File: src/rtl/core/rrcs_pkg.sv
`default_nettype none
// ----------------------------------------------------------------------------
// rrcs_pkg
// Shared widths and constants for the row run centre-line selector.
// ----------------------------------------------------------------------------
package rrcs_pkg;

	localparam int MAX_COLUMNS = 512;
	localparam int COL_W       = $clog2(MAX_COLUMNS);
	localparam int WID_W       = COL_W + 1;
	// 5*width needs two bits over the width, plus a sign bit
	localparam int SCORE_W     = WID_W + 3;
	localparam int CFG_W       = 10;

	localparam logic [CFG_W-1:0] MIN_WIDTH_RST = CFG_W'(1);
	localparam logic [COL_W-1:0] LAST_COL      = COL_W'(MAX_COLUMNS - 1);

	// Output tdata layout: centre column first, then run width, padded to bytes
	localparam int OUT_DATA_W = ((COL_W + WID_W + 7) / 8) * 8;

	typedef logic [COL_W-1:0]          col_t;
	typedef logic [WID_W-1:0]          wid_t;
	typedef logic signed [SCORE_W-1:0] score_t;

endpackage : rrcs_pkg
`default_nettype wire

File: src/rtl/core/row_run_centerline_select_top.sv
`default_nettype none
// ----------------------------------------------------------------------------
// row_run_centerline_select_top
// Per-row choice of one surface run in a binary mask, raster order.
// ----------------------------------------------------------------------------
// Usage:
//   Slave stream s_axis carries one mask pixel per word: tdata[0] is the
//   pixel, tlast marks the last pixel of a row and tuser flags the first
//   pixel of a frame. Master stream m_axis carries one word per row:
//   tuser says whether a run was chosen, tdata holds its centre column and
//   width (both zero when nothing qualified).
//   min_width_px is written through cfg_we/cfg_wdata while the block is idle.
// Path: a row-ending pixel is registered at the input, scored from that register
//   once the result register is free, and its result word is loaded into the
//   result register, which drives m_axis.
// Throughput: one pixel per clock unless a row end waits on a pending word. The
//   scoring path (width, centre, distance to the previous centre, compare with
//   the row's best) sits between the input register and the state/result registers.
// Reset: arst_n clears the column count, any open run, the row's best choice,
//   the remembered centre and every valid flag; min_width_px returns to 1.
// Stall: while a result word waits on m_axis, non-ending pixels keep flowing;
//   only a further row-ending pixel waits in the input register until the
//   receiver takes the pending word.
// ----------------------------------------------------------------------------
module row_run_centerline_select_top
	import rrcs_pkg::*;
(
	input  wire logic                  clk,
	input  wire logic                  arst_n,
	// configuration
	input  wire logic                  cfg_we,
	input  wire logic [CFG_W-1:0]      cfg_wdata,    // min_width_px
	// pixel stream
	input  wire logic                  s_axis_tvalid,
	output logic                       s_axis_tready,
	input  wire logic [7:0]            s_axis_tdata, // [0] pixel_set, rest zero
	input  wire logic                  s_axis_tlast, // row_end
	input  wire logic                  s_axis_tuser, // [0] frame_start
	// row result stream
	output logic                       m_axis_tvalid,
	input  wire logic                  m_axis_tready,
	output logic [OUT_DATA_W-1:0]      m_axis_tdata, // [8:0] centre column,
	                                                 // [18:9] run_width, rest zero
	output logic                       m_axis_tuser  // [0] row_found
);

	// Input stage
	logic valid_s1;
	logic pix_s1, rend_s1, fstart_s1;

	// Row state
	logic [CFG_W-1:0] min_width_q;
	col_t             col_q;
	logic             in_run_q;
	col_t             run_start_q;
	logic             best_valid_q;
	score_t           best_score_q;
	col_t             best_center_q;
	wid_t             best_width_q;
	logic             prev_valid_q;
	col_t             prev_center_q;

	// Result register
	logic out_valid_q;
	logic out_found_q;
	col_t out_center_q;
	wid_t out_width_q;

	// Effective state once a frame start has been applied
	col_t cur_col;
	logic cur_in_run, cur_best_valid, cur_prev_valid;
	logic last;

	// Candidate run
	logic                cand_valid;
	col_t                run_s, run_e;
	wid_t                cand_w;
	logic [COL_W:0]      sum_se;
	col_t                cand_c;
	col_t                ctr_gap;
	score_t              cand_score;
	logic                keep, take;

	// Row best after this pixel
	logic   nb_valid;
	score_t nb_score;
	col_t   nb_center;
	wid_t   nb_width;

	logic out_free, adv;

	assign out_free      = !out_valid_q || m_axis_tready;
	assign adv           = valid_s1 && (!last || out_free);
	assign s_axis_tready = !valid_s1 || adv;

	always_comb begin
		cur_col        = fstart_s1 ? '0 : col_q;
		cur_in_run     = fstart_s1 ? 1'b0 : in_run_q;
		cur_best_valid = fstart_s1 ? 1'b0 : best_valid_q;
		cur_prev_valid = fstart_s1 ? 1'b0 : prev_valid_q;
		// A full-width row closes on its last column even without tlast
		last           = rend_s1 || (cur_col == LAST_COL);
	end

	// At most one run closes per pixel: a clear pixel ends the open run one
	// column back, a set pixel on the row end closes its run here.
	always_comb begin
		cand_valid = 1'b0;
		run_s      = run_start_q;
		run_e      = cur_col;
		if (cur_in_run && !pix_s1) begin
			cand_valid = 1'b1;
			run_e      = cur_col - COL_W'(1);
		end else if (pix_s1 && last) begin
			cand_valid = 1'b1;
			run_s      = cur_in_run ? run_start_q : cur_col;
		end
		cand_w     = {1'b0, run_e} - {1'b0, run_s} + WID_W'(1);
		sum_se     = {1'b0, run_s} + {1'b0, run_e} + (COL_W+1)'(1);
		cand_c     = sum_se[COL_W:1];
		ctr_gap    = (cand_c >= prev_center_q) ? (cand_c - prev_center_q)
		                                       : (prev_center_q - cand_c);
		// 5*width minus distance: the 0.2 weight on distance, scaled by 5
		cand_score = score_t'({cand_w, 2'b00}) + score_t'(cand_w)
		             - (cur_prev_valid ? score_t'(ctr_gap) : score_t'(0));
		keep       = cand_valid && ({1'b0, cand_w} >= {1'b0, min_width_q});
		take       = keep && (!cur_best_valid || (cand_score > best_score_q));
		nb_valid   = cur_best_valid || take;
		nb_score   = take ? cand_score : best_score_q;
		nb_center  = take ? cand_c : best_center_q;
		nb_width   = take ? cand_w : best_width_q;
	end

	// Configuration register
	always_ff @(posedge clk or negedge arst_n) begin
		if (!arst_n) begin
			min_width_q <= MIN_WIDTH_RST;
		end else if (cfg_we) begin
			min_width_q <= cfg_wdata;
		end
	end

	// Input stage: hold a word until it can be scored
	always_ff @(posedge clk or negedge arst_n) begin
		if (!arst_n) begin
			valid_s1 <= 1'b0;
		end else if (s_axis_tready) begin
			valid_s1 <= s_axis_tvalid;
		end
	end

	always_ff @(posedge clk) begin
		if (s_axis_tready && s_axis_tvalid) begin
			pix_s1    <= s_axis_tdata[0];
			rend_s1   <= s_axis_tlast;
			fstart_s1 <= s_axis_tuser;
		end
	end

	// Row state: advance on each scored pixel
	always_ff @(posedge clk or negedge arst_n) begin
		if (!arst_n) begin
			col_q         <= '0;
			in_run_q      <= 1'b0;
			run_start_q   <= '0;
			best_valid_q  <= 1'b0;
			best_score_q  <= '0;
			best_center_q <= '0;
			best_width_q  <= '0;
			prev_valid_q  <= 1'b0;
			prev_center_q <= '0;
		end else if (adv) begin
			if (last) begin
				col_q         <= '0;
				in_run_q      <= 1'b0;
				best_valid_q  <= 1'b0;
				best_score_q  <= '0;
				best_center_q <= '0;
				best_width_q  <= '0;
				prev_valid_q  <= cur_prev_valid || nb_valid;
				if (nb_valid) begin
					prev_center_q <= nb_center;
				end
			end else begin
				col_q         <= cur_col + COL_W'(1);
				in_run_q      <= pix_s1;
				best_valid_q  <= nb_valid;
				best_score_q  <= nb_score;
				best_center_q <= nb_center;
				best_width_q  <= nb_width;
				prev_valid_q  <= cur_prev_valid;
			end
			if (pix_s1 && !cur_in_run) begin
				run_start_q <= cur_col;
			end
		end
	end

	// Result register
	always_ff @(posedge clk or negedge arst_n) begin
		if (!arst_n) begin
			out_valid_q <= 1'b0;
		end else if (adv && last) begin
			out_valid_q <= 1'b1;
		end else if (m_axis_tready) begin
			out_valid_q <= 1'b0;
		end
	end

	always_ff @(posedge clk) begin
		if (adv && last) begin
			out_found_q  <= nb_valid;
			out_center_q <= nb_valid ? nb_center : '0;
			out_width_q  <= nb_valid ? nb_width : '0;
		end
	end

	assign m_axis_tvalid = out_valid_q;
	assign m_axis_tuser  = out_found_q;
	assign m_axis_tdata  = OUT_DATA_W'({out_width_q, out_center_q});

	// ------------------------------------------------------------------------
	// Checks
	// ------------------------------------------------------------------------
	a_mid_row_flows: assert property (@(posedge clk) disable iff (!arst_n)
		valid_s1 && !last |-> adv)
		else $error("mid-row pixel held in input stage");

	a_word_from_row_end: assert property (@(posedge clk) disable iff (!arst_n)
		$rose(out_valid_q) |-> $past(adv && last))
		else $error("result word without a row end");

	a_empty_row_zero: assert property (@(posedge clk) disable iff (!arst_n)
		out_valid_q && !out_found_q |-> (out_center_q == '0) && (out_width_q == '0))
		else $error("empty row carries nonzero data");

	a_best_has_width: assert property (@(posedge clk) disable iff (!arst_n)
		best_valid_q |-> (best_width_q != '0))
		else $error("chosen run of zero width");

endmodule : row_run_centerline_select_top
`default_nettype wire

File: config.mk
export PLATFORM = sky130hd
export DESIGN_NAME = row_run_centerline_select_top
export DESIGN_NICKNAME = d
export VERILOG_FILES = /design/src/rtl/core/rrcs_pkg.sv /design/src/rtl/core/row_run_centerline_select_top.sv
export SDC_FILE = /design/constraint.sdc
export NUM_CORES = 1
export LEC_CHECK = 0
export ABC_AREA = 1
export ABC_CLOCK_PERIOD_IN_PS = 21600
export BUFFER_PORTS_ARGS = -buffer_cell sky130_fd_sc_hd__buf_2
export CAP_MARGIN = 20
export CORE_AREA = 2 2 164 166
export DETAILED_ROUTE_END_ITERATION = 7
export DIE_AREA = 0 0 166 168
export PLACE_DENSITY = 0.5
export SETUP_SLACK_MARGIN = 0.1
export SYNTH_ARGS = -nofsm -noshare
export SYNTH_HDL_FRONTEND = slang
export SYNTH_SLANG_ARGS = --single-unit
File: constraint.sdc
create_clock -name clk -period 21.6 [get_ports clk]
set_input_delay 1.08 -clock clk [delete_from_list [all_inputs] [get_ports clk]]
set_output_delay 1.08 -clock clk [all_outputs]
set_load 0.01 [all_outputs]
==> results.sh, run 1 <==
export IMPL_drive_above_1_share=0.0912
export IMPL_p_int_uw=660
export IMPL_max_freq_mhz=90.4
export IMPL_wl_um=17900
export IMPL_drcViolationCount=0
export IMPL_p_per_area_nw_per_um2=156
export IMPL_whs_endpoint="best_center_q[5]"
export IMPL_grt_pass1_vias=6107
export IMPL_antenna_found_initial=0
export IMPL_dr_pass1_iters=4
export IMPL_grt_pass1_wl_um=30600
export IMPL_fin_cells=1405
export IMPL_hold_start="best_center_q[5]"
export IMPL_rsz0062_at_grt="false"
export IMPL_start_util=0.293
export IMPL_ys_seq_elements=97
export IMPL_power_frac_comb=0.685
export IMPL_cts_buffer_depth=2
export IMPL_clk_pin_slew_ns=0.08
export IMPL_hold_depth=2
export IMPL_synth_area_leaders="dfrtp_1 24%, ha_1 14%, nand2_1 12%"
export IMPL_syn_inst=1029
export IMPL_required_ns=21.89
export IMPL_syn_area_sq_um=7720
export IMPL_synth_edff_count=23
export IMPL_avgSynthCellArea_sq_um=7.51
export IMPL_num_vias=6224
export IMPL_cts_inserted_buffers=9
export IMPL_worstSkewPairLatency_ns=0.35
export IMPL_p_leak_uw=0.00453
export IMPL_reg2reg_from="fstart_s1"
export IMPL_final_common_cell="nand2_1"
export IMPL_yosysSeqAreaShare=0.329
export IMPL_yosysWarnings=0
export IMPL_synthArstFlopShare=0.763
export IMPL_cts_tree="done"
export IMPL_overflow=0
export IMPL_power_frac_clock=0.130
export IMPL_post_dp_hpwl_um=13800
export IMPL_syn_to_final_growth_pct=10.4
export IMPL_wire_per_inst_um=12.8
export IMPL_cpMostUsedCell="nand2_1"
export IMPL_grt_usage=0.134
export IMPL_synth_ff_type="dfrtp_1"
export IMPL_hold_path_class="reg2reg"
export IMPL_cpPeakStageDelay_ns=0.63
export IMPL_relSlewSlack=0.421
export IMPL_viasPerCell=4.43
export IMPL_drt_iter0_drc=335
export IMPL_fin_crit_ns=11.06
export IMPL_setup_slack_ns=10.54
export IMPL_worstPathMaxFanout=21
export IMPL_rrSetupSlack_ns=10.54
export IMPL_io_pins=52
export IMPL_status="finished, final reports clean"
export IMPL_gp_congestion=0.891
export IMPL_p_seq_frac=0.185
export IMPL_fin_crit_sh=0.512
export IMPL_drv_slew=0
export IMPL_die_h_um=168
export IMPL_final_cell_mix="257 x nand2_1, 184 x inv_1, 84 x nand3_1, 84 x ha_1, 75 x nor2_1"
export IMPL_hold_violations=0
export IMPL_postCtsHoldBufs=0
export IMPL_final_core_util=0.324
export IMPL_cp_start_kind="register"
export IMPL_cts_setup_buffers=0
export IMPL_root_buffer="clkbuf_16"
export IMPL_yosysUniqueCellTypes=46
export IMPL_port_buffer_count=39
export IMPL_critical_path_arrival_ns=11.35
export IMPL_die_w_um=166
export IMPL_dieArea_sq_um=27900
export IMPL_fin_setup_tns_ns=0
export IMPL_n_antenna_cell=0
export IMPL_clkSinkCount=97
export IMPL_synth_top_cell_area_share=0.236
export IMPL_rows=60
export IMPL_power_switching_uw=672
export IMPL_ir_worst_vdd_v=0.000112
export IMPL_setup_viol=0
export IMPL_core_sq_um=26400
export IMPL_dp_cells=1389
export IMPL_rr_worst_depth=57
export IMPL_switching_share=0.505
export IMPL_h_tree_depth=3
export IMPL_tightest_slew_ns=0.868
export IMPL_path_class="reg2reg"
export IMPL_skew_ns=0.00939
export IMPL_rr_endpoint="best_score_q[8]"
export IMPL_num_nets_final=1180
export IMPL_grt_max_degree=42
export IMPL_cts_resized=0
export IMPL_place_ws_ns=10.49
export IMPL_cp_end_kind="register"
export IMPL_ant_nets=0
export IMPL_yosys_area_top_type="dfrtp_1"
export IMPL_drv_cap=0
export IMPL_critPathSlowestCell="nor2_2"
export IMPL_hold_ws_ns=0.480
[stage by stage]
step           area [sq um]  power (uW)
3_3_place_gp           8220        1170
3_5_place_dp           8220        1180
6_report               8530        1330
5_1_grt                8530        1510
2_1_floorplan          7740         989
4_1_cts                8530        1360
[cell families (layout without fill, tap and decap cells)]
family / Yosys count / count (layout) / synth area share
simple gates: 463 / 463 / 0.257
buf+inv: 218 / 249 / 0.115
compound gates: 112 / 112 / 0.0824
flops: 97 / 97 / 0.329
fa+ha+maj: 96 / 96 / 0.167
xor+xnor: 41 / 41 / 0.0465
other cells: 1 / 5 / 0.000485
mux: 1 / 1 / 0.00146
[per-layer routing]
metal  vias up  global-route usage  part of all wire
met4         0              0.0276            0.0065
met1      2861               0.182              0.50
met5         -                   0                 0
met2        70               0.227              0.46
li1       3286                   -                 -
met3         7              0.0212             0.024
[how the worst max path moves through the flow]
stage                         start               to  slack (ns)  cells after the start
after detailed placement  fstart_s1  best_score_q[5]       10.49                     57
final                     fstart_s1  best_score_q[8]       10.54                     57
after CTS                 fstart_s1  best_score_q[8]       10.43                     57
after global placement    fstart_s1  best_score_q[8]       10.47                     58
after floorplan           fstart_s1   out_width_q[5]       13.25                     62
after global routing      fstart_s1  best_score_q[8]        9.36                     57
[cells in the mapped netlist (5+ instances only)]
library cell	count
nand4_1	8
buf_4	6
o22ai_1	6
inv_2	6
nand3_1	84
xor2_1	35
dfrtp_1	73
edfxtp_1	23
inv_1	184
xnor2_1	6
o21ai_0	47
o31ai_1	5
fa_1	12
nand2_2	10
a21oi_1	34
ha_1	84
clkbuf_1	10
nor3_1	7
or2_2	7
nor2_1	77
buf_2	7
nand2_1	257
[critical path: cells and delay by family, from the launching register on]
kind	cells	cell delay (ns)
compound gates	8	1.85
buf+inv	8	0.84
xor+xnor	2	0.53
flops	1	0.62
fa+ha+maj	7	2.25
simple gates	32	4.90
[registers in the layout, indices dropped and copies added, names as in the netlist, 9 cells and up]
name           count
best_center_q      9
best_score_q      13
best_width_q      10
col_q              9
min_width_q       10
out_center_q       9
out_width_q       10
prev_center_q      9
run_start_q        9
[cell type report]
type | instances | area (sq um)
clock inverters | 7 | 82.6
fillers | 2854 | 17800
inverters | 190 | 713
well taps | 341 | 427
clock buffers | 9 | 225
repair buffers | 43 | 228
multi-input cells | 718 | 4310
flip-flops and latches | 97 | 2540
[power groups by stage]
stage          logic, uW  registers, uW  clock network (uW)
5_1_grt             1070            252                 187
2_1_floorplan        741            248                   0
3_3_place_gp         921            249                   0
3_5_place_dp         926            250                   0
4_1_cts              931            247                 181
6_report             912            247                 173
Power figures use the tool's default switching activity.
==> run 2, diff against run 1 <==
ABC_CLOCK_PERIOD_IN_PS = 9500   (was 21600)
PLACE_DENSITY = 0.51   (was 0.5)
clock period = 9.5 ns   (was 21.6 ns; I/O delays follow)
==> run 2 against run 1 <==
Net effect:
- wire length rose by 3.3%
- final cell count rose by 1.7%
- sequential power rose by 130%
- critical path depth rose by 1
- clock power rose by 130%
- non-clock buffer count rose by 23
- global-route usage barely moved
- largest power group unchanged
==> results.sh, run 2 (synthesis gave the netlist of run 1 again) <==
export IMPL_dr_pass1_iters=5
export IMPL_drive_above_1_share=0.140
export IMPL_cpPeakStageDelay_ns=0.58
export IMPL_core_sq_um=26400
export IMPL_grt_usage=0.135
export IMPL_hold_path_class="in2async"
export IMPL_clk_pin_slew_ns=0.07
export IMPL_final_common_cell="nand2_1"
export IMPL_stdcell_area_sq_um=8940
export IMPL_drt_iter0_drc=277
export IMPL_ant_nets=0
export IMPL_required_ns=9.61
export IMPL_start_util=0.293
export IMPL_post_dp_hpwl_um=13900
export IMPL_viasPerCell=4.49
export IMPL_relSlewSlack=0.421
export IMPL_top_register="best_score_q"
export IMPL_num_vias=6418
export IMPL_drv_cap=0
export IMPL_fin_crit_ns=8.76
export IMPL_ir_worst_vdd_v=0.000198
export IMPL_die_w_um=166
export IMPL_p_total_uw=3220
export IMPL_postPlaceCellArea_sq_um=8340
export IMPL_largest_reg_flops=13
export IMPL_port_buffer_count=39
export IMPL_syn_to_final_growth_pct=15.7
export IMPL_wl_um=18500
export IMPL_cts_buffer_depth=2
export IMPL_reg2reg_from="fstart_s1"
export IMPL_status="finished, final reports clean"
export IMPL_rr_worst_depth=58
export IMPL_clkSinkCount=97
export IMPL_rows=60
export IMPL_dp_cells=1403
export IMPL_final_cell_mix="256 x nand2_1, 183 x inv_1, 80 x nand3_1"
export IMPL_max_freq_mhz=114
export IMPL_wire_per_inst_um=13.0
export IMPL_drcViolationCount=0
export IMPL_drv_slew=0
export IMPL_p_per_area_nw_per_um2=360
export IMPL_skew_ns=0.00943
export IMPL_worstPathMaxFanout=18
export IMPL_p_leak_uw=0.00468
export IMPL_grt_pass1_wl_um=30500
export IMPL_rsz0062_at_grt="false"
export IMPL_fin_crit_sh=0.922
export IMPL_path_class="reg2reg"
export IMPL_dieArea_sq_um=27900
export IMPL_critPathSlowestCell="fa_1"
export IMPL_grt_pass1_vias=6226
export IMPL_postCtsHoldBufs=0
export IMPL_h_tree_depth=3
export IMPL_grt_max_degree=75
export IMPL_io_pins=52
export IMPL_cpMostUsedCell="nand2_1"
export IMPL_critical_path_arrival_ns=8.87
export IMPL_rrSetupSlack_ns=0.74
export IMPL_setup_viol=0
export IMPL_root_buffer="clkbuf_16"
export IMPL_fin_setup_tns_ns=0
export IMPL_cts_tree="done"
export IMPL_cp_start_kind="register"
export IMPL_num_nets_final=1204
export IMPL_overflow=0
export IMPL_tightest_slew_ns=0.868
export IMPL_gp_congestion=0.855
export IMPL_die_h_um=168
export IMPL_hold_violations=0
export IMPL_antenna_found_initial=0
export IMPL_n_antenna_cell=0
export IMPL_worstSkewPairLatency_ns=0.36
export IMPL_fin_cells=1429
export IMPL_rr_endpoint="out_width_q[7]"
export IMPL_cp_end_kind="register"
export IMPL_cts_inserted_buffers=9
export IMPL_fill_cells=2812
==> run 2: worst max path at each step <==
stage	from	to	slack (ns)	cells past startpoint
after global placement	fstart_s1	out_width_q[5]	0.28	58
after CTS	fstart_s1	out_width_q[5]	0.20	60
final	fstart_s1	out_width_q[7]	0.74	58
after floorplan	fstart_s1	out_width_q[5]	1.15	62
after detailed placement	fstart_s1	out_width_q[8]	0.24	60
after global routing	fstart_s1	out_width_q[5]	0.06	58
==> run 2: through the flow <==
stage | util | setup slack, ns | hold slack, ns
3_3_place_gp | 0.316 | 0.282 | 0.458
5_1_grt | 0.339 | 0.0556 | 0.131
4_1_cts | 0.328 | 0.200 | 0.271
3_5_place_dp | 0.316 | 0.239 | 0.463
6_report | 0.339 | 0.739 | 0.0907
2_1_floorplan | - | 1.15 | 0.179
==> run 2: worst max-delay path, delay by kind of cell (launching register included) <==
kind                       cells  cell delay, ns
xor gates and xnor gates       2            0.48
adders and majority gates      8            2.44
DFF                            1            0.47
buffers and inverters          8            0.76
and+or+nand+nor               34            3.33
AOI/OAI and AO/OA              6            1.03
==> run 2: per-layer routing <==
layer | wire, um | track usage | vias up
met2 | 8610 | 0.229 | 76
met5 | 0 | 0 | -
met4 | 269 | 0.0367 | 0
met3 | 563 | 0.0219 | 15
li1 | - | - | 3333
met1 | 9080 | 0.178 | 2994
==> run 2: power by group <==
group	leakage [uW]	internal, uW	switching, uW
combinational	0.00333	876	1390
sequential	0.00120	515	44.6
clock	0.000146	210	183
total	0.00468	1600	1620
==> run 2: timing repair <==
action                                  in CTS  in global routing
endpoints found under the setup margin       0                 60
resized for setup                            0                 47
endpoints found under the hold margin        0                  0
buffers inserted                             0                  8
==> run 2: area by class of cell <==
class / count / area (sq um) / share of cell area
clock buffer: 9 / 225 / 0.0252
clock inverter: 7 / 85.1 / 0.00952
inverter: 190 / 716 / 0.0801
multi-input combinational: 719 / 4500 / 0.503
sequential: 97 / 2540 / 0.285
tap: 341 / 427 / 0.0477
timing repair buffer: 66 / 445 / 0.0498
